[src/hdl/yaz0_pkg.sv]
// Shared types and constants for the Yaz0 stream decompressor.
// No dependencies.
package yaz0_pkg;

    localparam int HISTORY_DEPTH_DEF = 4096;
    localparam int OUT_LANES_DEF     = 8;
    localparam int LANES_MAX         = 8;
    localparam int CMDQ_DEPTH        = 4;

    localparam logic [31:0] MAGIC_WORD = 32'h5961_7A30;
    localparam logic [8:0]  EXT_BIAS   = 9'h012;
    localparam logic [8:0]  NIB_BIAS   = 9'd2;

    localparam logic [1:0] ST_OK        = 2'd0;
    localparam logic [1:0] ST_BAD_MAGIC = 2'd1;
    localparam logic [1:0] ST_BAD_REF   = 2'd2;
    localparam logic [1:0] ST_TRUNC     = 2'd3;

    typedef enum logic [1:0] {
        K_NONE,
        K_LIT,
        K_COPY
    } t_kind;

    typedef struct packed {
        t_kind       kind;
        logic [7:0]  lit;
        logic [12:0] distance;
        logic [8:0]  len;
        logic        done;
        logic        has_status;
        logic [1:0]  status;
    } t_cmd;

endpackage

[src/hdl/yaz0_cmdq.sv]
// Short command queue between front end and back end.
// Depends on yaz0_pkg.
module yaz0_cmdq (
    input  logic           i_clk,
    input  logic           i_rst_n,
    input  logic           i_push,
    input  yaz0_pkg::t_cmd i_cmd,
    input  logic           i_pop,
    output logic           o_full,
    output logic           o_empty,
    output yaz0_pkg::t_cmd o_cmd
);
    import yaz0_pkg::*;

    localparam int PW = $clog2(CMDQ_DEPTH);

    t_cmd          r_q [CMDQ_DEPTH];
    logic [PW-1:0] r_wp, r_rp;
    logic [PW:0]   r_cnt;

    assign o_full  = (r_cnt == (PW+1)'(CMDQ_DEPTH));
    assign o_empty = (r_cnt == '0);
    assign o_cmd   = r_q[r_rp];

    always_ff @(posedge i_clk) begin
        if (!i_rst_n) begin
            r_wp  <= '0;
            r_rp  <= '0;
            r_cnt <= '0;
        end else begin
            if (i_push) begin
                r_q[r_wp] <= i_cmd;
                r_wp      <= r_wp + 1'b1;
            end
            if (i_pop) begin
                r_rp <= r_rp + 1'b1;
            end
            r_cnt <= r_cnt + (PW+1)'(i_push) - (PW+1)'(i_pop);
        end
    end
endmodule

[config.mk]
export PLATFORM = sky130hd
export DESIGN_NAME = yaz0_cmdq
export DESIGN_NICKNAME = d
export VERILOG_FILES = /design/src/hdl/yaz0_pkg.sv /design/src/hdl/yaz0_cmdq.sv
export SDC_FILE = /design/constraint.sdc
export NUM_CORES = 1
export LEC_CHECK = 0
export ABC_CLOCK_PERIOD_IN_PS = 5500
export BUFFER_PORTS_ARGS = -buffer_cell sky130_fd_sc_hd__buf_2
export CORE_UTILIZATION = 60
export CTS_BUF_LIST = sky130_fd_sc_hd__clkbuf_8
export CTS_CLUSTER_DIAMETER = 60
export DETAILED_ROUTE_END_ITERATION = 8
export PLACE_DENSITY_LB_ADDON = 0.3
export SYNTH_ARGS = -nofsm -noshare
export SYNTH_HDL_FRONTEND = slang
export SYNTH_SLANG_ARGS = --single-unit
[constraint.sdc]
create_clock -name i_clk -period 5.5 [get_ports i_clk]
set_clock_uncertainty 0.05 [all_clocks]
set_input_delay 0.825 -clock i_clk [delete_from_list [all_inputs] [get_ports i_clk]]
set_output_delay 0.825 -clock i_clk [all_outputs]
set_load 0.03 [all_outputs]
==> qor.yml <==
die:
  fp-row-count: 35
  die_h_um: 99.40
  dieArea_mm2: 0.009879
  initial_core_util: 0.6189
  io_pins: 78
  core_mm2: 0.009196
  die_x_um: 99.40
detailed_routing:
  antenna_left: 0
  via_per_inst: 5.685
  routed_wl_um: 8809
  drc_errors: 0
  first_pass_iters: 4
  wl_per_cell_um: 19.84
  drt_iter0_drc: 144
  vias: 2524
global_routing:
  globalRouteOverflowTotal: 0
  antenna_found_initial: 0
  grt_pass1_vias: 2576
  grt_max_degree: 37
  grtUsageTotal: 0.1933
  grt_pass1_wl_um: 13470
worst_setup_path:
  startpoint_type: "flop"
  worstReg2RegStart: "r_wp[0]"
  slowest_stage: "dfxtp_2"
  cp_slowest_stage_delay_ps: 700
  rrSetupSlack_ps: 3670
  worstSetupPathType: "flop to primary output"
  required_ps: 4620
  cp_max_fo: 21
  endpoint_kind: "primary output"
  cp_cell_sequence: "buf_4 -> mux4_1 -> buf_2"
  reg2reg_depth: 3
  arrival_ps: 2470
  r2r_end: "r_q[2][25]"
worst_hold_path:
  min_from: "r_rp[0]"
  worst_hold_path_type: "flop to flop"
  holdPathStages: 2
logic_synthesis:
  synthFlopType: "edfxtp_1"
  synth_largest_area_cell: "edfxtp_1"
  ys_types: 21
  ys_seq_area_frac: 0.7914
  avgSynthCellArea_um2: 24.64
  synth.area.top_cells: "edfxtp_1, mux4_2, dfxtp_1"
  synth_most_common_cell: "edfxtp_1"
  synth_edf_count: 144
  synth.cell_area_mm2: 0.005692
  synth-async-reset-ratio: 0
  synthCells: 231
  ys_seq_elements: 153
  yosys-top-cells-count: "edfxtp_1, mux4_2, dfxtp_1"
  synth_warnings: 0
  netlist.area_leader.share: 0.7597
  synth_fp_nets: 278
timing:
  hold_viol: 0
  min_period_ps: 3346
  layout_setup_ws_ps: 2154
  rsz0062_at_grt: "no"
  finalCritPeriodShare: 0.6083
  maxSlewHeadroom: 0.3640
  setup_viol: 0
  fin_setup_tns_ps: 0
  slew_violations: 0
  fin_hold_ws_ps: 509.0
  tightest_slew_ps: 954.0
  fmax_mhz: 298.9
finish:
  nNetsFinal: 367
  utilization: 0.7132
  area_delta_synth_final_pct: 15.23
  n_antenna_cell: 0
  drive_above_1_share: 0.4294
  postLayoutCellArea_mm2: 0.006559
power_and_ir_drop:
  p_per_area_mw_per_mm2: 378.4
  seqPwrFrac: 0.541
  p_int_w: 0.001910
  switching_share: 0.2302
  comb_power_share: 0.107
  p_leak_nw: 2.268
  vdd_drop_max_mv: 0.1919
  clkPwrFrac: 0.353
  p_sw_w: 0.0005713
place:
  placed_area_mm2: 0.006140
  hpwl_um: 5018
  post-place-ws_ps: 2554
  port_buffers: 77
  place.gp.congestion: 0.6527
cts:
  cts_num_sinks: 153
  tritoncts: "yes"
  insertion_delay_ps: 430
  root_buffer: "clkbuf_8"
  postCtsHoldBufs: 0
  htreeDepth: 4
  cts_max_path_buffers: 2
  numCtsBuffers: 17
  cts_setup_buffers: 0
  path_clk_slew_ps: 70
  ctsResizeCount: 0
status:
  outcome: "completed"
job:
  drv_cap: 0
flip-flops by register name (all words and copies together), names as in the netlist, named ones only:
name,cells
r_cnt,3
r_q,144
r_rp,2
r_wp,2
power by group through the flow:
| stage | combinational (W) | sequential, W | clock (W) |
|---|---|---|---|
| floorplan | 0.000212 | 0.00135 | 0 |
| global placement | 0.000264 | 0.00137 | 0 |
| detailed placement | 0.000267 | 0.00137 | 0 |
| CTS | 0.000268 | 0.00134 | 0.000889 |
| global route | 0.000283 | 0.00135 | 0.000930 |
| finish | 0.000265 | 0.00134 | 0.000876 |
layout by cell type (no fill, tap or decap), drive strengths merged:
cell / n
dfxtp: 9
inv: 9
mux2i: 1
clkinvlp: 3
xor3: 1
a21bo: 1
edfxtp: 144
and3: 5
clkbuf: 17
ha: 6
xnor2: 2
buf: 78
fa: 1
clkinv: 6
a21oi: 1
nor2: 5
bufinv: 4
nor3: 1
nand3b: 1
mux4: 36
and2: 2
final cells by class:
class                   instances  area [um2]
multi-input cells              63        1075
flip-flops and latches        153        4507
inverters                       7       26.28
fillers                       572        2638
clock inverters                15       185.2
well taps                     111       138.9
repair buffers                 78       392.9
clock buffers                  17       234.0
metal layers:
layer / vias to the layer above / global-route usage / part of all wire
met5: - / 0 / 0
met2: 79 / 0.3146 / 0.51
met4: 0 / 0.08824 / 0.017
met1: 1282 / 0.2497 / 0.43
li1: 1146 / - / -
met3: 17 / 0.04989 / 0.048
stage by stage:
step           std cells  total power, W
2_1_floorplan        231        0.001562
3_3_place_gp         412        0.001630
3_5_place_dp         412        0.001636
4_1_cts              444        0.002500
5_1_grt              444        0.002560
6_report             444        0.002482
worst max-delay path: cells and delay by family, from the launching register on:
family                 cells  cell delay, ps
buffers and inverters      2             700
DFF                        1             700
muxes                      1             640
cell families after synthesis:
family                     Yosys count  synth area share
DFF                                153            0.7914
muxes                               37            0.1482
buffers and inverters               15           0.02066
and+or+nand+nor                     14           0.01319
adders and majority gates            7           0.01671
xor gates and xnor gates             3          0.007254
AOI/OAI and AO/OA                    2          0.002637
worst max path at each step:
| stage | startpoint | end | slack [ps] | cells after the start |
|---|---|---|---|---|
| finish | flop | o_cmd[34] | 2150 | 3 |
| global route | flop | o_cmd[34] | 1980 | 3 |
| CTS | flop | o_cmd[34] | 2070 | 3 |
| detailed placement | flop | o_cmd[34] | 2550 | 3 |
| global placement | flop | o_cmd[34] | 2570 | 3 |
| floorplan | i_rst_n | r_q[3][0] | 3300 | 1 |
Power figures use the tool's default switching activity.
