===== src/hdl/yaz0_pkg.sv =====
// Shared types and constants for the Yaz0 stream decompressor.
// No dependencies.
package yaz0_pkg;

    localparam int HISTORY_DEPTH_DEF = 4096;
    localparam int OUT_LANES_DEF     = 8;
    localparam int LANES_MAX         = 8;
    localparam int CMDQ_DEPTH        = 4;

    localparam logic [31:0] MAGIC_WORD = 32'h5961_7A30;
    localparam logic [8:0]  EXT_BIAS   = 9'h012;
    localparam logic [8:0]  NIB_BIAS   = 9'd2;

    localparam logic [1:0] ST_OK        = 2'd0;
    localparam logic [1:0] ST_BAD_MAGIC = 2'd1;
    localparam logic [1:0] ST_BAD_REF   = 2'd2;
    localparam logic [1:0] ST_TRUNC     = 2'd3;

    typedef enum logic [1:0] {
        K_NONE,
        K_LIT,
        K_COPY
    } t_kind;

    typedef struct packed {
        t_kind       kind;
        logic [7:0]  lit;
        logic [12:0] distance;
        logic [8:0]  len;
        logic        done;
        logic        has_status;
        logic [1:0]  status;
    } t_cmd;

endpackage


===== src/hdl/yaz0_front.sv =====
// Front end: header parse, code-bit tracking, copy length and error checks.
// Depends on yaz0_pkg; emits one command per input byte that yields results.
module yaz0_front (
    input  logic          i_clk,
    input  logic          i_rst_n,
    input  logic          i_accept,
    input  logic [7:0]    i_byte,
    input  logic          i_eoi,
    output logic          o_push,
    output yaz0_pkg::t_cmd o_cmd
);
    import yaz0_pkg::*;

    typedef enum logic [2:0] {
        PH_HEADER, PH_CODE, PH_LITERAL, PH_PAIR1, PH_PAIR2, PH_EXTLEN, PH_DONE, PH_ERROR
    } t_phase;

    t_phase      r_phase, n_phase;
    logic [3:0]  r_hidx, n_hidx;
    logic [31:0] r_total, n_total;
    logic [31:0] r_prod, n_prod;
    logic [7:0]  r_code, n_code;
    logic [3:0]  r_left, n_left;
    logic [7:0]  r_pf, n_pf;
    logic [7:0]  r_ps, n_ps;

    logic        active;
    logic        do_copy;
    logic        item_done;
    logic [8:0]  copy_len;
    logic [8:0]  len;
    logic [7:0]  second;
    logic [12:0] distance;
    logic [31:0] rem;
    t_cmd        cmd;

    assign active = (r_phase != PH_DONE) && (r_phase != PH_ERROR);

    always_comb begin
        n_phase   = r_phase;
        n_hidx    = r_hidx;
        n_total   = r_total;
        n_prod    = r_prod;
        n_code    = r_code;
        n_left    = r_left;
        n_pf      = r_pf;
        n_ps      = r_ps;
        do_copy   = 1'b0;
        item_done = 1'b0;
        copy_len  = '0;
        len       = '0;
        cmd       = '0;
        cmd.kind  = K_NONE;
        second    = (r_phase == PH_PAIR2) ? i_byte : r_ps;
        distance  = {1'b0, r_pf[3:0], second} + 13'd1;
        rem       = r_total - r_prod;

        case (r_phase)
            PH_HEADER: begin
                if (r_hidx < 4'd8) begin
                    n_total = {r_total[23:0], i_byte};
                end
                if (r_hidx == 4'd3) begin
                    if (n_total != MAGIC_WORD) begin
                        n_phase    = PH_ERROR;
                        cmd.status = ST_BAD_MAGIC;
                    end else begin
                        n_total = '0;
                    end
                end
                if (r_hidx == 4'd15) begin
                    n_left  = '0;
                    n_phase = (r_total == '0) ? PH_DONE : PH_CODE;
                end
                n_hidx = r_hidx + 4'd1;
            end
            PH_CODE: begin
                n_code  = i_byte;
                n_left  = 4'd8;
                n_phase = i_byte[7] ? PH_LITERAL : PH_PAIR1;
            end
            PH_LITERAL: begin
                cmd.kind  = K_LIT;
                cmd.lit   = i_byte;
                n_prod    = r_prod + 32'd1;
                item_done = 1'b1;
            end
            PH_PAIR1: begin
                n_pf    = i_byte;
                n_phase = PH_PAIR2;
            end
            PH_PAIR2: begin
                n_ps = i_byte;
                if (r_pf[7:4] == 4'd0) begin
                    n_phase = PH_EXTLEN;
                end else begin
                    do_copy  = 1'b1;
                    copy_len = {5'd0, r_pf[7:4]} + NIB_BIAS;
                end
            end
            PH_EXTLEN: begin
                do_copy  = 1'b1;
                copy_len = {1'b0, i_byte} + EXT_BIAS;
            end
            default: ;
        endcase

        if (do_copy) begin
            if (32'(distance) > r_prod) begin
                n_phase    = PH_ERROR;
                cmd.status = ST_BAD_REF;
            end else begin
                len          = (32'(copy_len) > rem) ? rem[8:0] : copy_len;
                cmd.kind     = K_COPY;
                cmd.distance = distance;
                cmd.len      = len;
                n_prod       = r_prod + 32'(len);
                item_done    = 1'b1;
            end
        end

        if (item_done) begin
            n_code = {r_code[6:0], 1'b0};
            n_left = (r_left != 4'd0) ? r_left - 4'd1 : 4'd0;
            if (n_prod == r_total) begin
                n_phase = PH_DONE;
            end else if (n_left == 4'd0) begin
                n_phase = PH_CODE;
            end else begin
                n_phase = n_code[7] ? PH_LITERAL : PH_PAIR1;
            end
        end

        if (i_eoi && n_phase != PH_DONE && n_phase != PH_ERROR) begin
            n_phase    = PH_ERROR;
            cmd.status = ST_TRUNC;
        end

        cmd.done       = (n_phase == PH_DONE);
        cmd.has_status = (n_phase == PH_ERROR) || (n_phase == PH_DONE && cmd.kind == K_NONE);
        if (n_phase != PH_ERROR) begin
            cmd.status = ST_OK;
        end
    end

    assign o_push = i_accept && active && (cmd.kind != K_NONE || cmd.has_status);
    assign o_cmd  = cmd;

    always_ff @(posedge i_clk) begin
        if (!i_rst_n) begin
            r_phase <= PH_HEADER;
            r_hidx  <= '0;
            r_total <= '0;
            r_prod  <= '0;
            r_code  <= '0;
            r_left  <= '0;
            r_pf    <= '0;
            r_ps    <= '0;
        end else if (i_accept && active) begin
            r_phase <= n_phase;
            r_hidx  <= n_hidx;
            r_total <= n_total;
            r_prod  <= n_prod;
            r_code  <= n_code;
            r_left  <= n_left;
            r_pf    <= n_pf;
            r_ps    <= n_ps;
        end
    end
endmodule


===== config.mk =====
export PLATFORM = sky130hd
export DESIGN_NAME = yaz0_front
export DESIGN_NICKNAME = d
export VERILOG_FILES = /design/src/hdl/yaz0_pkg.sv /design/src/hdl/yaz0_front.sv
export SDC_FILE = /design/constraint.sdc
export NUM_CORES = 1
export LEC_CHECK = 0
export BUFFER_PORTS_ARGS = -buffer_cell sky130_fd_sc_hd__buf_2
export CORE_MARGIN = 1.5
export CORE_UTILIZATION = 40
export DETAILED_ROUTE_END_ITERATION = 16
export PLACE_DENSITY = 0.53
export SLEW_MARGIN = 10
export SYNTH_ARGS = -nofsm -noshare
export SYNTH_HDL_FRONTEND = slang
export SYNTH_SLANG_ARGS = --single-unit

===== constraint.sdc =====
create_clock -name i_clk -period 15.25 [get_ports i_clk]
set_input_delay 0.7625 -clock i_clk [delete_from_list [all_inputs] [get_ports i_clk]]
set_output_delay 0.7625 -clock i_clk [all_outputs]
set_load 0.005 [all_outputs]

==> metrics, run 1 <==
DRT antenna net count 0; Critical Path AT 9070 ps; layout cells sized above 1 8.57%; H-tree levels 3; TritonCTS clock tree done; WS Path Type flip-flop to primary output; setup TNS 0 ps; top post-synthesis cells by count 162 x nand2_1, 98 x dfxtp_1, 75 x nor2_1, 70 x inv_1, 69 x ha_1; Synth-to-Final Area Change 7.68%; final count of hold timing violations 0; IO buf count 48; Top FF cell, synth dfxtp_1; clk_skew 12.2 ps; Post-synth ARST share 0%; Final setup viols 0; Ys Warns 0; synthesized flop and latch total 98; vias in the first global route 9148; VDD IR max 0.0000493 V; R2R Path Start r_prod[0]; crit share post-route 64.5%; initial antenna violation count 0; Ports 49; GP Congestion 0.944; hold buffer count at cts 0; highest cell delay on the worst timing path 600 ps; DRT Wirelength 35200 um; Root Buffer clkbuf_16; share of the synthesized area in the top cell type 20.1%; post-layout min period 9830 ps; Final HPWL DP 27300 um; core box area 23700 um2; Worst Path Max Fanout 11; Synth area leader dfxtp_1; placed inst area 10200 um2; fin cells 1649; Clk pin slew, worst setup/hold paths 80 ps; RSZ-0062 raised after global routing false; R2R Path End r_phase[0]; die width 159 um; Layout Nets 1408; largest net degree at the start of global routing 99; Core Util, Final 44.4%; hold path endpoint r_pf[4]; Req. time, crit path 14490 ps; placed insts 1633; Rows 56; R2R cell count 30; Fmax 0.102 GHz; Slew @ Worst Pin 914 ps; grt ovf 0; fillers 2488; FF-to-FF setup slack 6670 ps; max_cap viols 0; startpoint of the most critical hold path r_pf[4]; synthesized cell area 9760 um2; first-pass GRT wire length 54100 um; DRT iter0 DRCs 1028; worst skew pair latency 360 ps; DRT Pass-1 Iters 6; Ant. Diodes 0; Post-synth EDFFs 0; crit end category primary output; Max-Slew Margin vs Limit 39.1%; DR vias/cell 6.01; Setup Fix Bufs, Post-CTS 0; critical path's slowest cell o311ai_0; Net Count, Synth 1405; run status complete, no violations; post-CTS sizing 0; number of buffers created by CTS 9; synthesized instance count 1322; pwr dens 74.9 nW/um2; ranking of synthesized cells by area dfxtp_1 20%, ha_1 8.8%, nand2_1 6.2%, xnor2_1 5.5%, a21boi_0 3.8%; Seq/Total Area, Yosys 20.1%; Tot Pwr 0.787 mW; Top delay family on crit path compound AO/OA/AOI/OAI gates; routed vias 9912; CP startpoint kind flip-flop; Residual DRC 0; total track usage 27.3%; P_leak 4.16 nW; Initial Util 41.2%; WHS Path Cells 2; Slew Limit Fails 0; full die area 25300 um2; post-route design area 10500 um2; WP buf/inv 3; DR WL/cell 21.4 um; worst min path class flip-flop to flip-flop; clock tree sinks 98; clk buf depth 2; Mean Syn Cell Area 7.38 um2; count leader, synth nand2_1; chip height 159 um; Netlist cell types 89
==> flip-flops by register name (all words and copies together), names as in the netlist <==
name / cells
r_code: 7
r_hidx: 4
r_left: 4
r_pf: 8
r_phase: 3
r_prod: 32
r_ps: 8
r_total: 32
==> tightest hold or removal path: stages, from the launching register on <==
cell and delay [ps]:
dfxtp_1 330, nand2_1 50, a21boi_0 60
==> metrics by stage <==
step / worst slack [ps] / hold slack [ps]
final: 5420 / 489
after global routing: 4840 / 525
after CTS: 5540 / 489
after detailed placement: 5980 / 478
after global placement: 6240 / 476
after floorplan: 7770 / 457
==> cell families after synthesis <==
group | share of synthesized area [%]
and+or+nand+nor | 29.1
muxes | 3.33
adders and majority gates | 9.26
xor gates and xnor gates | 7.45
AOI/OAI and AO/OA | 24.9
DFF | 20.1
buffers and inverters | 5.77
==> power by group <==
group,internal [mW],total [mW],switching (mW),leakage [nW]
registers,0.263,0.278,0.0148,0.793
logic,0.105,0.267,0.161,3.22
clock network,0.128,0.242,0.114,0.143
==> cell type report <==
| cell class | count | area (um2) | share of cell area, % |
|---|---|---|---|
| inverter | 73 | 274 | 2.61 |
| tap | 319 | 399 | 3.80 |
| multi-input combinational | 1081 | 7230 | 68.8 |
| clock inverter | 6 | 65.1 | 0.619 |
| clock buffer | 10 | 229 | 2.18 |
| sequential | 98 | 1960 | 18.7 |
| timing repair buffer | 62 | 345 | 3.29 |
==> worst max path at each step <==
stage	startpoint	depth (start not counted)	endpoint
4_1_cts	r_prod[0]	31	o_cmd[1]
3_5_place_dp	r_prod[0]	31	o_cmd[1]
3_3_place_gp	r_prod[0]	31	o_cmd[1]
5_1_grt	r_prod[0]	31	o_cmd[1]
2_1_floorplan	r_prod[2]	29	o_cmd[3]
6_report	r_prod[0]	31	o_cmd[1]
==> cell usage in the layout, fill, tap and decap left out, types with 10 or more instances in the layout <==
| cell | instances |
|---|---|
| nand2_1 | 162 |
| dfxtp_1 | 98 |
| nor2_1 | 75 |
| inv_1 | 70 |
| ha_1 | 69 |
| a21oi_1 | 67 |
| o21ai_0 | 66 |
| xnor2_1 | 61 |
| and2_1 | 57 |
| a21boi_0 | 49 |
| buf_2 | 48 |
| nand3_1 | 43 |
| nor3_1 | 38 |
| nor2b_1 | 32 |
| mux2i_1 | 28 |
| nand4_1 | 26 |
| a21o_1 | 23 |
| xor2_1 | 22 |
| or3_1 | 21 |
| nor4_1 | 20 |
| o211ai_1 | 19 |
| a22oi_1 | 15 |
| o22ai_1 | 14 |
| buf_4 | 14 |
| nand2b_1 | 12 |
| o21a_1 | 10 |
==> routing by layer <==
layer  share of wire, %  vias up  global-route usage, %
met3                6.8       57                   3.52
met1                 46     4749                   38.6
met2                 45      356                   43.2
li1                   -     4750                      -
met4                2.4        0                   8.36
met5                  0        -                      0
(Power assumes the default switching activity.)
==> run 2, diff against run 1 <==
--- a/config.mk
+++ b/config.mk
@@ -5,11 +5,12 @@
 export SDC_FILE = /design/constraint.sdc
 export NUM_CORES = 1
 export LEC_CHECK = 0
+export ABC_AREA = 1
 export BUFFER_PORTS_ARGS = -buffer_cell sky130_fd_sc_hd__buf_2
 export CORE_MARGIN = 1.5
 export CORE_UTILIZATION = 40
 export DETAILED_ROUTE_END_ITERATION = 16
-export PLACE_DENSITY = 0.53
+export PLACE_DENSITY = 0.55
 export SLEW_MARGIN = 10
 export SYNTH_ARGS = -nofsm -noshare
 export SYNTH_HDL_FRONTEND = slang
==> constraint.sdc (replaced) <==
create_clock -name i_clk -period 8.05 [get_ports i_clk]
set_input_delay 0.4025 -clock i_clk [delete_from_list [all_inputs] [get_ports i_clk]]
set_output_delay 0.4025 -clock i_clk [all_outputs]
set_load 0.005 [all_outputs]
==> run 2 against run 1 <==
  * Non-clock buffer count shrank 5
  * Final cell count grew 37%
  * Clock-buffer cell count shrank 1
  * Via count grew 25%
  * Sequential cell count is the same
  * Global-route usage grew 2.5 points
  * Utilization shrank 0.68 points
  * Largest cell class unchanged
==> metrics, run 2 <==
run status complete, no violations (unchanged); hold path endpoint r_phase[2] (was r_pf[4]); max_cap viols 0 (unchanged); grt ovf 0 (unchanged); clock tree sinks 98 (unchanged); IO buf count 48 (unchanged); DRT Pass-1 Iters 5 (was 6); routed vias 12400 (was 9912); Critical Path AT 6970 ps (was 9070 ps); Layout Nets 2001 (was 1408); clk_skew 15.3 ps (was 12.2 ps); Root Buffer clkbuf_16 (unchanged); Slew @ Worst Pin 929 ps (was 914 ps); Ports 49 (unchanged); Rows 60 (was 56); Setup Fix Bufs, Post-CTS 0 (unchanged); WHS Path Cells 3 (was 2); multi-input logic area 7540 um2 (was 7230 um2); WS Path Type flip-flop to primary output (unchanged); Fmax 0.136 GHz; number of buffers created by CTS 9 (unchanged); setup TNS 0 ps (unchanged); synthesized flop and latch total 98 (unchanged); Initial Util 40.8% (was 41.2%); crit share post-route 91.6%; R2R Path Start r_total[0] (was r_prod[0]); R2R cell count 41 (was 30); Final HPWL DP 33600 um (was 27300 um); DRT antenna net count 0 (unchanged); Top FF cell, synth dfxtp_1 (unchanged); Post-synth ARST share 0% (unchanged); synthesized instance count 1904 (was 1322); Post-synth EDFFs 0 (unchanged); share of the synthesized area in the top cell type 17.9% (was 20.1%); worst min path class input pin to flip-flop (was flip-flop to flip-flop); Ys Warns 0 (unchanged); fillers 2969 (was 2488); clk buf depth 2 (unchanged); full die area 28400 um2 (was 25300 um2); core box area 26900 um2 (was 23700 um2); Req. time, crit path 7650 ps (was 14490 ps); first-pass GRT wire length 64900 um (was 54100 um); layout cells sized above 1 6.60% (was 8.57%); Residual DRC 0 (unchanged); Net Count, Synth 1987 (was 1405); worst skew pair latency 360 ps (about the same); Worst Setup Slack, final 679 ps (was 5420 ps); DR vias/cell 5.49 (was 6.01); DR WL/cell 18.6 um (was 21.4 um); dpl ws 943 ps (was 5980 ps); DRT Wirelength 42200 um (was 35200 um); Synth-to-Final Area Change 7.21% (was 7.68%); Seq. cell area 1960 um2 (about the same); crit end category primary output (unchanged); DRT iter0 DRCs 1317 (was 1028); commonest non-fill, non-tap cells in the layout 521 x nand2_1, 314 x inv_1, 151 x nor2_1 (was 162 x nand2_1, 98 x dfxtp_1, 75 x nor2_1); GP Congestion 0.976 (was 0.944); critical path's slowest cell fa_1 (was o311ai_0); Ant. Diodes 0 (unchanged); post-CTS sizing 0 (unchanged); VDD IR max 0.0000974 V (was 0.0000493 V); chip height 168 um (was 159 um); RSZ-0062 raised after global routing false (unchanged); Netlist cell types 51 (was 89); cell mode on critical path nand2_1; largest net degree at the start of global routing 64 (was 99); FF-to-FF setup slack 1500 ps (was 6670 ps); synthesized cell area 11000 um2 (was 9760 um2); top post-synthesis cells by count 522 x nand2_1, 315 x inv_1, 152 x nor2_1, 147 x nand3_1, 127 x o21ai_0 (was 162 x nand2_1, 98 x dfxtp_1, 75 x nor2_1, 70 x inv_1, 69 x ha_1); vias in the first global route 11400 (was 9148); Core Util, Final 43.7% (was 44.4%); ranking of synthesized cells by area dfxtp_1 18%, nand2_1 18%, inv_1 11%, ha_1 7.9%, nand3_1 6.7% (was dfxtp_1 20%, ha_1 8.8%, nand2_1 6.2%, xnor2_1 5.5%, a21boi_0 3.8%); startpoint of the most critical hold path i_eoi (was r_pf[4]); count leader, synth nand2_1 (unchanged); most common cell after layout, fill and taps aside nand2_1 (unchanged); initial antenna violation count 0 (unchanged); post-layout min period 7370 ps; highest cell delay on the worst timing path 420 ps (was 600 ps); Max-Slew Margin vs Limit 37.6% (was 39.1%); Slew Limit Fails 0 (unchanged); final count of hold timing violations 0 (unchanged); Mean Syn Cell Area 5.75 um2 (was 7.38 um2); Seq/Total Area, Yosys 17.9% (was 20.1%); pwr dens 165 nW/um2 (was 74.9 nW/um2); TritonCTS clock tree done (unchanged); H-tree levels 3 (unchanged); hold buffer count at cts 0 (unchanged); R2R Path End r_phase[0] (unchanged); P_leak 6.00 nW (was 4.16 nW); Largest regs r_prod (32), r_total (32) (unchanged); total track usage 29.8% (was 27.3%); Tot Pwr 1.94 mW (was 0.787 mW); Synth area leader dfxtp_1 (unchanged); CP startpoint kind flip-flop (unchanged); die width 168 um (was 159 um); Final setup viols 0 (unchanged); Worst Path Max Fanout 10 (was 11); Clk pin slew, worst setup/hold paths 80 ps (about the same)
==> run 2: changes by cell type after synthesis, sizes merged, moves of 49 or more <==
cell   before  now
nand2     163  532
inv        72  324
nand3      43  149
nor2       75  166
o21ai      76  133
and2       58    4
a21oi      69  122
xnor2      61   12
==> run 2: cells by family after synthesis <==
logic type | after synthesis | share of synthesized area [%]
flops | 98 | 17.9
xor+xnor | 59 | 4.72
compound gates | 331 | 17.0
simple gates | 966 | 38.7
fa+ha+maj | 71 | 8.25
buf+inv | 379 | 13.4
==> run 2: worst max-delay path by stage <==
| stage | startpoint | depth (start not counted) | end | slack (ps) |
|---|---|---|---|---|
| finish | r_total[0] | 42 | o_cmd[1] | 680 |
| floorplan | r_total[0] | 45 | o_cmd[2] | 2450 |
| CTS | r_total[0] | 46 | o_cmd[1] | 540 |
| global placement | r_prod[2] | 46 | o_cmd[1] | 920 |
| global route | r_total[0] | 50 | o_cmd[1] | 70 |
| detailed placement | r_total[0] | 46 | o_cmd[1] | 940 |
==> run 2: per-layer routing <==
layer  wire length [um]  GRT usage (%)  up-vias
li1                   -              -     6211
met1              19800           42.6     5704
met2              17900           46.0      456
met3               3340           4.16       59
met4               1160           9.94        0
met5                  0              0        -
==> run 2: final cells by class <==
type                    count  share of cell area (%)
flip-flops and latches     98                    16.7
inverters                 325                    10.4
multi-input cells        1427                    64.2
repair buffers             57                    2.62
well taps                 341                    3.63
clock buffers               9                    1.92
clock inverters             7                   0.501
==> run 2: power breakdown <==
group	switching [mW]	total (mW)	internal, mW	leakage (nW)
clock network	0.231	0.447	0.216	0.139
registers	0.0738	0.601	0.528	0.806
logic	0.593	0.894	0.301	5.05
==> run 2: per-stage QoR <==
step | instance area [um2] | hold WS (ps) | instances
4_1_cts | 11700 | 327 | 2264
3_5_place_dp | 11400 | 467 | 2248
6_report | 11700 | 327 | 2264
5_1_grt | 11700 | 337 | 2264
2_1_floorplan | 11000 | 444 | 1904
3_3_place_gp | 11400 | 458 | 2248
==> run 2: worst max-delay path, delay by kind of cell (launching register included) <==
family	cells	cell delay, ps
adder cells (fa/ha/maj)	5	1580
AND/OR/NAND/NOR	25	3230
XOR/XNOR	1	140
flip-flops	1	360
buffers and inverters	7	670
AO/OA/AOI/OAI	4	620
